[src/sv/tsc_pkg.sv]
// Shared types and constants for the triangle setup and cull block.
// Depends on nothing; every other source file but tsc_checker refers to it by scoped names.
package tsc_pkg;

  localparam int COORD_W     = 32;
  localparam int CFG_DATA_W  = 64;
  localparam int CFG_INDEX_W = 3;
  localparam int QUEUE_DEPTH = 2;

  localparam logic [5:0] OUTCODE_ALL = 6'h3F;

  typedef enum logic [CFG_INDEX_W-1:0] {
    CFG_VIEWPORT_X   = 3'd0,
    CFG_VIEWPORT_Y   = 3'd1,
    CFG_VIEWPORT_Z   = 3'd2,
    CFG_GUARD_MIN    = 3'd3,
    CFG_GUARD_MAX    = 3'd4,
    CFG_FRAME_WIDTH  = 3'd5,
    CFG_FRAME_HEIGHT = 3'd6
  } cfg_index_t;

  typedef enum logic [3:0] {
    B_IDLE,
    B_MUL,
    B_ADD,
    B_RND,
    B_DIFF,
    B_AMUL1,
    B_AMUL2,
    B_ASUB,
    B_EMIT,
    B_SUM
  } back_state_t;

  // One classified triangle waiting between front and back.
  typedef struct packed {
    logic [8:0][COORD_W-1:0] coords;
    logic                    eob;
    logic                    cull;
  } tri_entry_t;

  typedef struct packed {
    logic signed [COORD_W-1:0] lo;
    logic signed [COORD_W-1:0] hi;
  } guard_t;

  typedef struct packed {
    logic [CFG_DATA_W-1:0] vp_x;
    logic [CFG_DATA_W-1:0] vp_y;
    logic [CFG_DATA_W-1:0] vp_z;
    logic [15:0]           fw;
    logic [15:0]           fh;
  } back_cfg_t;

endpackage

[src/sv/tsc_queue.sv]
// Short queue of classified triangles between front and back.
// Depends on tsc_pkg (tri_entry_t, QUEUE_DEPTH).
module tsc_queue (
  input  logic                clk,
  input  logic                rst,
  input  logic                push,
  input  tsc_pkg::tri_entry_t din,
  output logic                full,
  input  logic                pop,
  output tsc_pkg::tri_entry_t head,
  output logic                empty
);
  localparam int AW = (tsc_pkg::QUEUE_DEPTH > 1) ? $clog2(tsc_pkg::QUEUE_DEPTH) : 1;

  tsc_pkg::tri_entry_t slots [tsc_pkg::QUEUE_DEPTH];
  logic [AW-1:0] wr_ptr;
  logic [AW-1:0] rd_ptr;
  logic [AW:0]   count;

  assign full  = (count == (AW+1)'(tsc_pkg::QUEUE_DEPTH));
  assign empty = (count == '0);
  assign head  = slots[rd_ptr];

  always_ff @(posedge clk) begin
    if (push) begin
      slots[wr_ptr] <= din;
    end
  end

  always_ff @(posedge clk) begin
    if (rst) begin
      wr_ptr <= '0;
      rd_ptr <= '0;
      count  <= '0;
    end else begin
      if (push) begin
        wr_ptr <= (wr_ptr == AW'(tsc_pkg::QUEUE_DEPTH - 1)) ? '0 : wr_ptr + 1'b1;
      end
      if (pop) begin
        rd_ptr <= (rd_ptr == AW'(tsc_pkg::QUEUE_DEPTH - 1)) ? '0 : rd_ptr + 1'b1;
      end
      case ({push, pop})
        2'b10:   count <= count + 1'b1;
        2'b01:   count <= count - 1'b1;
        default: count <= count;
      endcase
    end
  end
endmodule

[config.mk]
export PLATFORM = sky130hd
export DESIGN_NAME = tsc_queue
export DESIGN_NICKNAME = d
export VERILOG_FILES = /design/src/sv/tsc_pkg.sv /design/src/sv/tsc_queue.sv
export SDC_FILE = /design/constraint.sdc
export NUM_CORES = 1
export LEC_CHECK = 0
export CAP_MARGIN = 40
export CORE_AREA = 4 4 228 230
export CTS_BUF_LIST = sky130_fd_sc_hd__clkbuf_8
export CTS_CLUSTER_SIZE = 10
export DETAILED_ROUTE_END_ITERATION = 6
export DIE_AREA = 0 0 232 234
export DONT_BUFFER_PORTS = 1
export GPL_TIMING_DRIVEN = 0
export PLACE_DENSITY = 0.63
export SLEW_MARGIN = 20
export SYNTH_ARGS = -nofsm -noshare
export SYNTH_HDL_FRONTEND = slang
export SYNTH_SLANG_ARGS = --single-unit
[constraint.sdc]
create_clock -name clk -period 20.2 [get_ports clk]
set_input_delay 2.02 -clock clk [delete_from_list [all_inputs] [get_ports clk]]
set_output_delay 2.02 -clock clk [all_outputs]
set_load 0.03 [all_outputs]
Yosys cells after proc, flatten, opt, wreduce, memory -nomap -nowiden

Memory sizes are Yosys's and may differ from the RTL's. A register that Yosys moved wholly into a read port is not among the register bits.
Index checks and enable logic that the tools add are counted.

Register bits: 4
Memory bits (writable): 580
Input bits: 294
Output and inout bits: 292
Logic and storage cells: 20
Memories: 1

Memory list:

| name  | words | bits a word | rd ports | clocked after memory_dff | wr ports | line            | source |
|---|---|---|---|---|---|---|---|
| slots | 2     | 290         | 1        | 1                        | 1        | tsc_queue.sv:15 | `tsc_pkg::tri_entry_t slots [tsc_pkg::QUEUE_DEPTH];` |

Add/subtract/negate cells: 4
Eq/ne operators: 3
Mux-type cells: 7
Reductions and logical operators: 2

Operators with widths:

| kind                                                                  | number |
|---|---|
| 1-bit 2-to-1 mux                                                      | 6 |
| 2-bit equality test, second input constant                            | 2 |
| 2-bit case mux with 2 select lines                                    | 1 |
| 1-bit adder, second input constant                                    | 2 |
| 2-bit by 1-bit adder with 2-bit output, second input constant         | 1 |
| 2-bit by 1-bit equality test with 1-bit output, second input constant | 1 |
| 2-bit logical NOT                                                     | 1 |
| 2-bit nonzero test                                                    | 1 |
| 2-bit by 1-bit subtractor with 2-bit output, second input constant    | 1 |

Logic depth before layout (Yosys ltp)

Depth after elaboration: 4
Mapped depth: 5
Gate-level depth less buffers: 5

Least setup slack after synthesis

Ideal clock, no wire load.

Path kind: input -> register
Start: input port push
End: memory slots[0][0] in the netlist's numbering (enable)
Arrival time: 14.214 ns
Setup slack: 5.031 ns
Cell stages on the path: 2
Path buffers: 0
Cells stage by stage: inv_1 > nor2_1

Cells in the longest elaborated chain, start to end: 2

Ends and longest elaborated chain:

| element                                | line            | source |
|---|---|---|
| start, declared                        | tsc_queue.sv:6  | `input logic push,` |
| 1-bit 2-to-1 mux                       | tsc_queue.sv:25 | `if (push) begin` |
| 1-bit 2-to-1 mux (implied by the code) | tsc_queue.sv:26 | `slots[wr_ptr] <= din;` |
| end, declared                          | tsc_queue.sv:15 |  |

No other way between the ends.

==> qor.yml <==
status: "complete, no violations"
post-route-drc-count: 0
cp.required_ns: 18.18
synthXorXnorAreaFrac_pct: 0.163
synth_top_family_by_area: "multiplexers"
whs_path_depth: 2
multiInputGateArea_sq_um: 3750
skew_ns: 0.0233
grt_pass1_wl_um: 64100
fin_setup_tns_ns: 0
overflow: 0
antenna_found_initial: 0
htreeDepth: 3
synth.avg_cell_area_sq_um: 23.3
period_minus_slack_ns: 4.18
clk_path_buf_depth: 3
crit_arrival_ns: 2.16
initialDrtViolationCount: 429
nFillCells: 4088
synth_mux_area_share_pct: 16.9
start_kind: "flop"
synth_compound_area_share_pct: 0.0466
die_x_um: 232
post-dp-hpwl_um: 34000
layout-drive-gt1-share_pct: 40.9
fp.dieArea_sq_um: 54300
post_cts_resized: 0
antenna_cells: 0
die_h_um: 234
rows: 82
end_kind: "output pin"
hold_viol: 0
syn_to_final_growth_pct: 14.1
rr_worst_depth: 4
synthDistinctLibCells: 17
rsz0062_at_grt: "no"
slew_headroom_pct: 51.9
synthSimpleGateAreaFrac_pct: 0.192
netlist_instances: 924
ys_ff_latch: 585
p_leak_nw: 8.35
fin_ws_ns: 16.02
vias: 8943
final_cell_mix: "580 x edfxtp_1, 190 x mux2_2, 100 x mux2_4"
io_buffers: 0
io_pins: 586
final_common_cell: "edfxtp_1"
period_share_pct: 20.7
ff2ff_setup_slack_ns: 18.01
place_congestion: 0.743
grt_pass1_vias: 9719
slowest_delay_ns: 0.49
irDropWorstVdd_uv: 74.2
nets: 1335
timing.fmax_ghz: 0.239
critPathMaxFanout: 10
r2r_end: "slots[1][30]"
r2r_start: "wr_ptr"
clk_latency_ns: 0.67
cap_violations: 0
fp.coreArea_sq_um: 49900
placed_cell_area_sq_um: 22800
syn-num-nets: 1219
ant_nets: 0
grtUsageTotal_pct: 16.2
crit_chain: "buf_2 > buf_2 > mux2_2"
hold_ws_ns: 0.498
clk_pin_slew_ns: 0.06
finalSetupViolCount: 0
crit_type: "reg -> out"
syn_area_sq_um: 21500
worst_pin_slew_ns: 0.721
cts_tree: "yes"
pre_cts_ws_ns: 16.49
post-cts-setup-buffers: 0
wirelength_um: 45900
ys_warn_count: 0
drt-pass1-iter-count: 4
yosysSeqAreaShare_pct: 81.5
hold_class: "reg -> reg"
hold_buffers: 0
viasPerCell: 5.01
drv_slew: 0
regArea_sq_um: 17500
synth_adder_area_share_pct: 0.0582
wl_per_cell_um: 25.7
crit_slowest_cell: "mux2_2"
holdCritStartpoint: "count[1]"
cts_root_buf: "clkbuf_8"
holdPathEnd: "count[1]"
timing.critical_path.mode_cell: "buf_2"
start_util_pct: 43.1
fin_area_sq_um: 24500
power_density_nw_per_um2: 110
grt_max_degree: 55
cts_buffers: 94
numClockSinks: 585
==> metal layers <==
layer / vias up / GRT usage (%) / routed length [um]
li1: 3945 / - / -
met1: 4486 / 15.7 / 14400
met4: 0 / 5.53 / 1150
met2: 438 / 28.3 / 23900
met3: 74 / 10.3 / 6450
met5: - / 0 / 0
==> logic make-up after synthesis <==
group	count (synthesis)
compound gates	2
xor+xnor	4
fa+ha+maj	1
buf+inv	33
flops	585
mux	290
simple gates	9
==> cells in the mapped netlist (all sizes together) <==
library cell / n / area (sq um)
inv: 1 / 3.75
a21oi: 1 / 5.00
nor2b: 1 / 6.26
and2: 1 / 6.26
xnor2: 3 / 26.3
xor2: 1 / 8.76
or3: 1 / 6.26
mux2: 290 / 3640
dfxtp: 5 / 100
buf: 32 / 231
nor2: 6 / 22.5
o21ai: 1 / 5.00
ha: 1 / 12.5
edfxtp: 580 / 17400
==> sequential cells by signal, indices dropped and copies added, names as in the netlist, named ones only <==
name / flops
count: 2
rd_ptr: 1
slots: 580
wr_ptr: 1
==> stage by stage <==
stage          util [%]  instances  total power (W)
6_report           49.2       1785          0.00269
3_3_place_gp       44.8       1596          0.00184
5_1_grt            49.2       1785          0.00280
3_5_place_dp       45.8       1616          0.00182
2_1_floorplan         -        924          0.00177
4_1_cts            49.2       1785          0.00273
==> critical path: cells and delay by family (launching register included) <==
kind | cells | cell delay, ns
multiplexers | 1 | 0.49
buffers and inverters | 2 | 0.69
flip-flops | 1 | 0.32
==> cell type report <==
type | count | area share (%)
flip-flops and latches | 585 | 71.4
multi-input cells | 306 | 15.3
clock buffers | 94 | 5.28
well taps | 672 | 3.43
repair buffers | 20 | 1.97
clock inverters | 75 | 1.65
plain buffers | 32 | 0.944
inverters | 1 | 0.0153
==> how the worst max path moves through the flow <==
stage	to	slack, ns	depth (start not counted)
global placement	slots[0][228]	-1.34	2
detailed placement	slots[1][228]	16.49	4
global route	head[111]	15.85	3
floorplan	slots[0][0]	5.03	2
CTS	head[111]	15.88	3
finish	head[111]	16.02	3
==> power breakdown <==
group,switching [W],internal (W)
Clock,0.000441,0.000463
Combinational,0.000246,0.000106
Sequential,0.0000155,0.00142
Total,0.000702,0.00199
Power figures use the tool's default switching activity.
