### src/sv/tsc_pkg.sv
// Shared types and constants for the triangle setup and cull block.
// Depends on nothing; every other source file but tsc_checker refers to it by scoped names.
package tsc_pkg;

  localparam int COORD_W     = 32;
  localparam int CFG_DATA_W  = 64;
  localparam int CFG_INDEX_W = 3;
  localparam int QUEUE_DEPTH = 2;

  localparam logic [5:0] OUTCODE_ALL = 6'h3F;

  typedef enum logic [CFG_INDEX_W-1:0] {
    CFG_VIEWPORT_X   = 3'd0,
    CFG_VIEWPORT_Y   = 3'd1,
    CFG_VIEWPORT_Z   = 3'd2,
    CFG_GUARD_MIN    = 3'd3,
    CFG_GUARD_MAX    = 3'd4,
    CFG_FRAME_WIDTH  = 3'd5,
    CFG_FRAME_HEIGHT = 3'd6
  } cfg_index_t;

  typedef enum logic [3:0] {
    B_IDLE,
    B_MUL,
    B_ADD,
    B_RND,
    B_DIFF,
    B_AMUL1,
    B_AMUL2,
    B_ASUB,
    B_EMIT,
    B_SUM
  } back_state_t;

  // One classified triangle waiting between front and back.
  typedef struct packed {
    logic [8:0][COORD_W-1:0] coords;
    logic                    eob;
    logic                    cull;
  } tri_entry_t;

  typedef struct packed {
    logic signed [COORD_W-1:0] lo;
    logic signed [COORD_W-1:0] hi;
  } guard_t;

  typedef struct packed {
    logic [CFG_DATA_W-1:0] vp_x;
    logic [CFG_DATA_W-1:0] vp_y;
    logic [CFG_DATA_W-1:0] vp_z;
    logic [15:0]           fw;
    logic [15:0]           fh;
  } back_cfg_t;

endpackage

### src/sv/tsc_channels.sv
// Channel interfaces: triangle input, result output and register writes.
// Depends on tsc_pkg for field widths.
interface tsc_in_if;
  logic                                valid;
  logic                                ready;
  logic signed [tsc_pkg::COORD_W-1:0]  ax, ay, az, bx, by, bz, cx, cy, cz;
  logic                                end_of_batch;
  modport source(output valid, ax, ay, az, bx, by, bz, cx, cy, cz, end_of_batch,
                 input ready);
  modport sink(input valid, ax, ay, az, bx, by, bz, cx, cy, cz, end_of_batch,
               output ready);
endinterface


### src/sv/tsc_front.sv
// Front end: accept triangles, compute outcodes and guard band reject.
// Depends on tsc_pkg and tsc_in_if; feeds tsc_queue.
module tsc_front #(
  parameter int FRAC_BITS = 16
) (
  tsc_in_if.sink              vin,
  input  tsc_pkg::guard_t     guard,
  input  logic                full,
  output logic                push,
  output tsc_pkg::tri_entry_t entry
);
  localparam logic signed [32:0] ONE     = 33'sd1 <<< FRAC_BITS;
  localparam logic signed [32:0] NEG_ONE = -ONE;

  logic signed [31:0] coord [9];
  logic signed [32:0] cw;
  logic [5:0]         oc;
  logic [5:0]         gc;
  logic [5:0]         and_codes;
  logic [5:0]         or_codes;

  assign vin.ready = !full;
  assign push      = vin.valid && !full;

  always_comb begin
    coord[0] = vin.ax; coord[1] = vin.ay; coord[2] = vin.az;
    coord[3] = vin.bx; coord[4] = vin.by; coord[5] = vin.bz;
    coord[6] = vin.cx; coord[7] = vin.cy; coord[8] = vin.cz;
  end

  // Reject when all vertices sit beyond one plane, or any leaves the guard band.
  always_comb begin
    and_codes = tsc_pkg::OUTCODE_ALL;
    or_codes  = '0;
    oc        = '0;
    gc        = '0;
    cw        = '0;
    for (int i = 0; i < 3; i++) begin
      oc = '0;
      gc = '0;
      for (int a = 0; a < 3; a++) begin
        cw          = {coord[i*3+a][31], coord[i*3+a]};
        oc[2*a]     = cw < NEG_ONE;
        oc[2*a+1]   = cw > ONE;
        gc[2*a]     = coord[i*3+a] < guard.lo;
        gc[2*a+1]   = coord[i*3+a] > guard.hi;
      end
      and_codes = and_codes & oc;
      or_codes  = or_codes | gc;
    end
  end

  always_comb begin
    for (int k = 0; k < 9; k++) begin
      entry.coords[k] = coord[k];
    end
    entry.eob  = vin.end_of_batch;
    entry.cull = (and_codes != '0) || (or_codes != '0);
  end
endmodule

### src/flat_wrapper.sv
// flat-port wrapper written by rule: the top's interface ports become plain ports
module tsc_front_flat 
#(
  parameter int FRAC_BITS = 16
)
  (guard, full, push, entry, vin_valid, vin_ax, vin_ay, vin_az, vin_bx, vin_by, vin_bz, vin_cx, vin_cy, vin_cz, vin_end_of_batch, vin_ready);
  tsc_in_if vin_i ();
  input  tsc_pkg::guard_t guard;
  input  logic full;
  output logic push;
  output tsc_pkg::tri_entry_t entry;
  input wire logic [$bits(vin_i.valid)-1:0] vin_valid;
  input wire logic [$bits(vin_i.ax)-1:0] vin_ax;
  input wire logic [$bits(vin_i.ay)-1:0] vin_ay;
  input wire logic [$bits(vin_i.az)-1:0] vin_az;
  input wire logic [$bits(vin_i.bx)-1:0] vin_bx;
  input wire logic [$bits(vin_i.by)-1:0] vin_by;
  input wire logic [$bits(vin_i.bz)-1:0] vin_bz;
  input wire logic [$bits(vin_i.cx)-1:0] vin_cx;
  input wire logic [$bits(vin_i.cy)-1:0] vin_cy;
  input wire logic [$bits(vin_i.cz)-1:0] vin_cz;
  input wire logic [$bits(vin_i.end_of_batch)-1:0] vin_end_of_batch;
  output wire logic [$bits(vin_i.ready)-1:0] vin_ready;
  assign vin_i.valid = vin_valid;
  assign vin_i.ax = vin_ax;
  assign vin_i.ay = vin_ay;
  assign vin_i.az = vin_az;
  assign vin_i.bx = vin_bx;
  assign vin_i.by = vin_by;
  assign vin_i.bz = vin_bz;
  assign vin_i.cx = vin_cx;
  assign vin_i.cy = vin_cy;
  assign vin_i.cz = vin_cz;
  assign vin_i.end_of_batch = vin_end_of_batch;
  assign vin_ready = vin_i.ready;
  tsc_front #(.FRAC_BITS(FRAC_BITS)) u_core (.vin(vin_i), .guard(guard), .full(full), .push(push), .entry(entry));
endmodule
### config.mk
export PLATFORM = sky130hd
export DESIGN_NAME = tsc_front_flat
export DESIGN_NICKNAME = d
export VERILOG_FILES = /design/src/sv/tsc_pkg.sv /design/src/sv/tsc_channels.sv /design/src/sv/tsc_front.sv /design/src/flat_wrapper.sv
export SDC_FILE = /design/constraint.sdc
export NUM_CORES = 1
export LEC_CHECK = 0
export ABC_AREA = 1
export BUFFER_PORTS_ARGS = -buffer_cell sky130_fd_sc_hd__buf_2
export CELL_PAD_IN_SITES_DETAIL_PLACEMENT = 2
export CELL_PAD_IN_SITES_GLOBAL_PLACEMENT = 2
export CORE_ASPECT_RATIO = 1.1
export CORE_MARGIN = 5
export CORE_UTILIZATION = 24
export DETAILED_ROUTE_END_ITERATION = 8
export MAX_ROUTING_LAYER = met4
export PLACE_DENSITY = 0.91
export SLEW_MARGIN = 20
export SYNTH_ARGS = -nofsm -noshare
export SYNTH_HDL_FRONTEND = slang
export SYNTH_SLANG_ARGS = --single-unit
### constraint.sdc
create_clock -name vclk -period 3
set_input_delay 0.75 -clock vclk [all_inputs]
set_output_delay 0.75 -clock vclk [all_outputs]
set_load 0.03 [all_outputs]
* Word level (Yosys, flattened, before mapping)
Cells that the tools add are included.
** Operators by class
- $add $sub $neg :: 0
- $mul :: 0
- Div/mod/pow operators :: 0
- Order comparisons :: 36
- Equal/unequal tests :: 0
- Shift operators :: 0
- Mux-type cells :: 0
- Bitwise logic cells :: 4
- Reduce and logical (&&, ||, !) cells :: 5
** Operators with widths (number)
- 32-bit by 18-bit > comparator with 1-bit output (second input constant) :: 9
- 32-bit > comparator :: 9
- 32-bit by 17-bit < comparator with 1-bit output (second input constant) :: 9
- 32-bit < comparator :: 9
- 6-bit bitwise AND :: 2
- 6-bit OR :: 2
- 6-bit nonzero test :: 2
- 1-bit logical AND :: 1
- 1-bit zero test :: 1
- 1-bit logical OR :: 1
** Storage, ports and cells
- Bits in registers :: 0
- Bits in latches :: 0
- RAM bits :: 0
- Bits in read-only memories :: 0
- Memories kept :: 0

* Logic depth before layout (Yosys ltp)
Gate-level depths: netlist of the first run.
- Word-level depth :: 5
- Depth in mapped cells :: 21
- Depth with buffers taken out :: 21

* Worst setup path before layout of the first run
OpenSTA, ideal clock, no wires.
- Kind :: in2out
- Start :: in guard[31] (netlist bit)
- End :: out entry[0] (netlist bit)
- Arrival :: 2.332 ns
- Required time :: 2.250 ns
- Path slack :: -0.082 ns
- Stages on the path :: 14
- Buffers on the path :: 0
- Cells stage by stage :: inv_1 -> ha_1 -> nand2_1 -> nor2_1 -> nand4_1 -> nor3b_2 -> nand2_1 -> nand2_1 -> nand2_1 -> a21oi_1 -> nor2_1 -> nand2_1 -> nor2_1 -> nand2_1
** RTL lines
- start, declared :: line flat_wrapper.sv:8 : input tsc_pkg::guard_t guard;
- end, declared :: line flat_wrapper.sv:11 : output tsc_pkg::tri_entry_t entry;

==> impl_metrics.ini, run 1 <==
[pwr]
p_leak_nw = 13.6
p_per_area_nw_per_um2 = 186
power_mw = 4.44
vdd_drop_max_v = 0.0000661

[setup_path]
cpMostUsedCell = nand2_1
cp_cell_sequence = buf_2 -> clkinvlp_4 -> buf_4 -> buf_4 -> ha_1 -> nand2_1 -> nor2_1 -> nand4_1 -> buf_4 -> a21oi_1 -> nor2_1 -> nand2_1 -> nand2_1 -> a21oi_1 -> nor2_1 -> nand2_1 -> nor2_2 -> nand2_2 -> buf_6
worstSetupPathType = in -> out
path_depth = 19
cp_top_family = simple AND/OR/NAND/NOR gates
crit_path_end_kind = primary output
critPathLaunchType = input port
cp_max_fo = 3
cp.arrival_ps = 3310
crit_path_top_delay_cell = ha_1
slowest_delay_ps = 290
crit_buf_inv = 6
critPathRequiredTime_ps = 2250

[timing]
slew_headroom_pct = 63.5
fin_crit_sh_pct = 135
worstMarginPinSlew_ps = 548
setup_tns_ps = -1060
rsz0062_at_grt = yes
period_needed_ps = 4060
hold_ws_ps = 1500
slew_viol_final = 0
fmax_ghz = 0.246
setup_viol = 1
fin_ws_ps = -1060
hold_viol = 0

[placed_design]
dp_hpwl_um = 105000
placed_area_um2 = 23200
place_ws_ps = -1650
dpl.cell_count = 4428
place_congestion = 0.966
portBuffers = 645

[layout]
postLayoutCoreUtil_pct = 33.9
finalNonFillerCells = 4470
synthToLayoutAreaGrowth_pct = 39.5
nFlopsAndLatches = 0
regArea_um2 = 0
final_nets = 4453
n_fill_cell = 8724
fin_area_um2 = 23900
nClkBuffers = 0
layout-drive-gt1-share_pct = 33.6

[worst_hold_path]
hold_class = in -> out
hold_path_startpoint = vin_end_of_batch
whs_path_depth = 0
whs_endpoint = entry[1]

[synth]
synth_nets = 3614
netlist_instances = 2692
syn_area_um2 = 17100
syn_avg_cell_area_um2 = 6.37
ys_types = 29
synth_top_cell_by_area = ha_1
yosys_warnings = 0
synth_seq_area_share_pct = 0
synth_area_leaders = ha_1 41%, nand2_1 15%, buf_4 13%
synthMostInstantiatedCell = nand2_1
synth_commonest_cells = 689 x nand2_1, 567 x ha_1, 374 x nor2_1
yosys.area.top_type_share_pct = 41.4

[route]
avgRoutedWirePerCell_um = 26.6
drc = 0
dr_wl_met3_um = 6040
drt-initial-drc-count = 848
routed_wirelength_um = 119000
wl_met2_um = 59700
drtAntennaViolNets = 0
drt-met1-wl_um = 43100
viasPerCell = 5.23
first_pass_iters = 5
top_layer = met4
num_vias = 23400

[floorplanning]
io_pins = 647
num_rows = 102
die_h_um = 290
die_x_um = 265
core_um2 = 70600
initial_core_util_pct = 24.3
die_area_um2 = 76900

[global_route]
grt_util_all_layers_pct = 29.0
grt_pass1_vias = 26700
gr-total-overflow = 0
antenna_found_initial = 6
grt_pass1_wl_um = 167000
grt_max_degree = 10

[cts]
cts_hold_buf = 0

[flow_run]
maxCapViolCount = 0

[run_status]
violations = negative setup slack
status = finished with violations
## cell type report
class                           instances  area [um^2]  share of cell area [%]
Tap cell                              936         1170                    4.90
Antenna cell                            5         12.5                  0.0523
Inverter                              211          837                    3.50
Timing Repair Buffer                 1126         7430                    31.1
Multi-Input combinational cell       2192        14500                    60.5
## per-layer routing
layer	up-vias	global-route usage (%)
met2	1012	53.3
li1	10500	-
met1	11300	28.7
met5	-	-
met3	519	3.85
met4	0	18.1
## layout by cell type (no fill, tap or decap), types with 42 or more instances in the layout
master | Yosys | final
nand2_1 | 689 | 678
buf_2 | 0 | 641
ha_1 | 567 | 554
buf_4 | 289 | 429
nor2_1 | 374 | 364
a21oi_1 | 273 | 271
inv_1 | 210 | 198
o21ai_0 | 67 | 67
nand3_1 | 64 | 64
nand4_1 | 57 | 57
buf_12 | 0 | 42
## repair_timing
item,4_1_cts,5_1_grt
pin swaps,15,17
gates cloned,0,0
setup buffers,15,22
hold endpoints to repair,0,0
gates resized for setup,33,40
setup endpoints to repair,1,1
## kinds of logic after synthesis
| group | count (synthesis) | share of synthesized area [%] |
|---|---|---|
| AND/OR/NAND/NOR | 1237 | 29.3 |
| adder cells (fa/ha/maj) | 567 | 41.4 |
| buffers and inverters | 500 | 17.3 |
| AO/OA/AOI/OAI | 388 | 12.0 |
## power breakdown
part           switching (mW)  internal [mW]
sequential                  0              0
combinational            2.76           1.68
clock                       0    0.000000135
## worst max path at each step
| stage | startpoint | endpoint |
|---|---|---|
| CTS | guard[20] | entry[0] |
| global placement | guard[31] | entry[0] |
| finish | guard[31] | entry[0] |
| detailed placement | guard[31] | entry[0] |
| floorplan | guard[63] | entry[0] |
| global route | guard[41] | entry[0] |
(Power assumes the default switching activity.)
==> inputs of run 2 (changes only) <==
--- a/config.mk
+++ b/config.mk
@@ -15,5 +15,5 @@
 export DETAILED_ROUTE_END_ITERATION = 8
 export MAX_ROUTING_LAYER = met4
-export PLACE_DENSITY = 0.91
+export PLACE_DENSITY = 0.87
 export SLEW_MARGIN = 20
 export SYNTH_ARGS = -nofsm -noshare
==> constraint.sdc (replaced) <==
create_clock -name vclk -period 3
set_input_delay 0.3 -clock vclk [all_inputs]
set_output_delay 0.3 -clock vclk [all_outputs]
set_load 0.03 [all_outputs]
==> run 2 against run 1 <==
- the run now ends clean
- flip-flop and latch count is the same
- non-clock buffer count shrank 327
- worst setup slack gained 1100 ps
- final area shrank 9.3%
- fmax grew 36%
- cell count shrank 7.4%
- first-iteration DRC count shrank 2.8%
- power shrank 11%
- global-route usage shrank 3.9 points
- die area is the same
- wire length shrank 14%
==> impl_metrics.ini, run 2 (synthesis results as in run 1) <==
[route]
avgRoutedWirePerCell_um = 24.7
drtAntennaViolNets = 0
drt-initial-drc-count = 824
drc = 0
first_pass_iters = 5
routed_wirelength_um = 102000
viasPerCell = 5.14
num_vias = 21300

[global_route]
antenna_found_initial = 4
grt-busiest-layer = met2
gr-total-overflow = 0
grt_util_all_layers_pct = 25.0
grt_max_degree = 10
grt_pass1_wl_um = 145000
met2_usage_pct = 44.8
grt_use_met1_pct = 27.5
grt_pass1_vias = 23700
met3_usage_pct = 2.99

[timing]
period_needed_ps = 2980
rsz0062_at_grt = yes
slew_headroom_pct = 56.9
hold_viol = 0
worstMarginPinSlew_ps = 646
fin_crit_sh_pct = 99.3
hold_ws_ps = 600
setup_viol = 0
fmax_ghz = 0.336
slew_viol_final = 0

[setup_path]
crit_path_end_kind = primary output
cpMostUsedCell = nand2_1
crit_buf_inv = 5
cp_cell_sequence = buf_2 -> clkinvlp_4 -> buf_4 -> ha_1 -> nand4_1 -> inv_1 -> nand2_1 -> nor2_1 -> nand2_1 -> nand2_1 -> nand2_1 -> nand2_2 -> nand2_2 -> nor2_2 -> nand2_1 -> nor2_1 -> nand2_2 -> buf_6
cp_top_family = simple AND/OR/NAND/NOR gates
critPathRequiredTime_ps = 2700
worstSetupPathType = in -> out
crit_path_top_delay_cell = ha_1
critPathLaunchType = input port
cp_max_fo = 5
slowest_delay_ps = 410
cp.arrival_ps = 2680

[worst_hold_path]
hold_class = in -> out

[floorplanning]
initial_core_util_pct = 24.3
die_h_um = 290
die_area_um2 = 76900
io_pins = 647
die_x_um = 265
core_um2 = 70600
num_rows = 102

[layout]
layout_common_cells = 650 x nand2_1, 643 x buf_2, 550 x ha_1, 361 x nor2_1, 254 x a21oi_1
final_common_cell = nand2_1
n_fill_cell = 8715
final_nets = 4126
nFlopsAndLatches = 0
layout-drive-gt1-share_pct = 29.2
nClkBuffers = 0
regArea_um2 = 0
synthToLayoutAreaGrowth_pct = 26.5

[placed_design]
portBuffers = 645
dp_hpwl_um = 89400
place_congestion = 0.907

[pwr]
p_per_area_nw_per_um2 = 181
p_leak_nw = 11.9
vdd_drop_max_v = 0.0000755
power_mw = 3.93

[run_status]
status = complete, no violations

[flow_run]
maxCapViolCount = 0
run 2: cell count changes in the layout (fill, tap and decap cells not counted), moves of 10 or more:
cell and delta:
a21oi_1 -17, a21oi_2 +17, buf_4 -325, nand2_1 -28, nand2_2 +33, nor3_1 -10
run 2: cell type report:
class / instances / area [um^2] / share of cell area [%]
Timing Repair Buffer: 799 / 4930 / 22.7
Inverter: 211 / 848 / 3.91
Antenna cell: 3 / 7.51 / 0.0346
Tap cell: 936 / 1170 / 5.40
Multi-Input combinational cell: 2192 / 14700 / 67.9
run 2: timing repair:
| action | 4_1_cts | 5_1_grt |
|---|---|---|
| endpoints found under the setup margin | 1 | 1 |
| setup buffers | 12 | 18 |
| hold buffers | 0 | 0 |
| gates resized for setup | 42 | 112 |
| pin swaps | 5 | 42 |
run 2: metrics by stage:
step	instances	setup WS (ps)	TNS (ps)	cell area (um^2)	utilization (%)
floorplan	2692	818	0	17100	-
global placement	4108	-421	-421	20700	29.4
detailed placement	4108	-413	-413	20700	29.4
CTS	4120	5.22	0	21000	29.8
global route	4141	-89.0	-89.0	21700	30.7
finish	4141	20.0	0	21700	30.7
run 2: metal layers:
layer	wire length, um	vias up
li1	-	9886
met1	40800	10300
met2	50400	791
met3	4810	299
met4	6360	0
met5	0	-
run 2: final timing paths:
check,cells after the start,startpoint,slack [ps],to
setup / recovery,18,guard[63],20,entry[0]
hold / removal,0,vin_end_of_batch,600,entry[1]
run 2: power by group:
part	total (mW)	leakage [nW]	internal, mW	switching, mW
Clock	0.0000000537	0.0000221	0.0000000537	0
Combinational	3.93	11.9	1.37	2.56
Sequential	0	0	0	0
==> inputs of run 3 (changes only) <==
CORE_UTILIZATION = 27   (was 24)
PLACE_DENSITY = 0.92   (was 0.87)
clock period = 3.3 ns   (was 3 ns; I/O delays follow)
==> run 3 against run 2 <==
- worst setup slack better by 35 ps
- sequential share of layout area did not move
- global-route usage is 2.2 points higher
- combinational power shrank 13%
- critical path depth stayed put
- die area shrank 11%
- wire length is 3.3% lower
- flip-flop and latch count is the same
- cell count shrank 3.6%
- clock-buffer cell count stayed put
- critical endpoint unchanged
- largest power group unchanged
- worst hold slack gained 60 ps
- non-clock buffer count down 52
==> impl_metrics.ini, run 3 (synthesis results as in run 1) <==
[placed_design]
dpl.cell_count = 3958
dp_hpwl_um = 86700
place_congestion = 0.897
portBuffers = 645
placed_area_um2 = 20200

[timing]
worstMarginPinSlew_ps = 602
hold_viol = 0
slew_viol_final = 0
setup_viol = 0
slew_headroom_pct = 59.8
period_needed_ps = 3240
fmax_ghz = 0.308
fin_crit_sh_pct = 98.3

[floorplanning]
die_area_um2 = 68600
num_rows = 96
core_um2 = 62700
initial_core_util_pct = 27.3
io_pins = 647
die_x_um = 250
die_h_um = 274

[setup_path]
crit_buf_inv = 4
cpMostUsedCell = nand2_1
slowest_delay_ps = 340
cp_max_fo = 6
critPathRequiredTime_ps = 2970
crit_path_end_kind = primary output
cp_top_family = simple AND/OR/NAND/NOR gates
critPathLaunchType = input port
cp.arrival_ps = 2910
crit_path_top_delay_cell = nor3b_4
worstSetupPathType = in -> out
cp_cell_sequence = buf_2 -> inv_1 -> buf_4 -> ha_4 -> nand2_1 -> nor2_2 -> nand2_2 -> nor3b_4 -> nand2_1 -> nand3b_1 -> nand2_1 -> nand2_1 -> nand2_1 -> nor2_1 -> nand2_1 -> nor2_2 -> nand2_2 -> buf_6
cp-startpoint = guard[31]

[layout]
nClkBuffers = 0
layout_common_cells = 684 x nand2_1, 644 x buf_2, 564 x ha_1, 370 x nor2_1, 272 x a21oi_1
n_fill_cell = 7937
nFlopsAndLatches = 0
regArea_um2 = 0
fin_area_um2 = 20600
finalNonFillerCells = 3991
final_nets = 4074
layout-drive-gt1-share_pct = 24.8
final_common_cell = nand2_1
synthToLayoutAreaGrowth_pct = 20.1

[route]
drc = 0
num_vias = 21100
avgRoutedWirePerCell_um = 24.8
drt-initial-drc-count = 686
routed_wirelength_um = 98900
drtAntennaViolNets = 0
viasPerCell = 5.28
first_pass_iters = 5

[pwr]
vdd_drop_max_v = 0.0000664
power_mw = 3.40
p_leak_nw = 11.6
p_per_area_nw_per_um2 = 165

[global_route]
grt_pass1_vias = 23300
grt_max_degree = 10
grt_pass1_wl_um = 140000
antenna_found_initial = 13
gr-total-overflow = 0
grt_util_all_layers_pct = 27.2

[worst_hold_path]
whs_endpoint = entry[1]
hold_class = in -> out
whs_path_depth = 0
hold_path_startpoint = vin_end_of_batch

[run_status]
status = complete, no violations

[cts]
cts_hold_buf = 0

[flow_run]
maxCapViolCount = 0
## run 3: layout make-up
type | count | area [um^2] | area share, %
timing repair buffer | 747 | 4420 | 21.5
antenna | 8 | 20.0 | 0.0973
inverter | 211 | 830 | 4.03
multi-input combinational | 2192 | 14300 | 69.3
tap | 833 | 1040 | 5.06
## run 3: metrics by stage
stage | hold WS [ps] | utilization (%) | setup TNS (ps) | setup slack, ps
final | 660 | 32.8 | 0 | 55.2
after global routing | 660 | 32.8 | -67.4 | -67.4
after CTS | 663 | 32.3 | 0 | 5.23
after detailed placement | 663 | 32.2 | -164 | -164
after global placement | 663 | 32.2 | -67.1 | -67.1
after floorplan | 770 | - | 0 | 1060
## run 3: metal layers
layer | track usage [%] | share of wire (%) | vias to the layer above
li1 | - | - | 9787
met1 | 28.9 | 39 | 10200
met2 | 50.9 | 51 | 793
met3 | 3.02 | 4.5 | 262
met4 | 12.1 | 5.4 | 0
met5 | - | 0 | -
## run 3: worst max path at each step
stage	end	slack [ps]	depth (start not counted)
final	entry[0]	60	18
after global routing	entry[0]	-70	18
after CTS	entry[0]	5	16
after detailed placement	entry[0]	-160	16
after global placement	entry[0]	-70	16
after floorplan	entry[0]	1060	14
## run 3: where the power goes
group | switching, mW | leakage (nW) | internal (mW)
sequential | 0 | 0 | 0
clock | 0 | 0.0000533 | 0.000000307
combinational | 2.23 | 11.6 | 1.17
total | 2.23 | 11.6 | 1.17
## run 3: timing repair
item / CTS / global route
pin swaps: 2 / 4
gates resized for setup: 6 / 29
buffers inserted: 4 / 21
endpoints found under the setup margin: 1 / 1
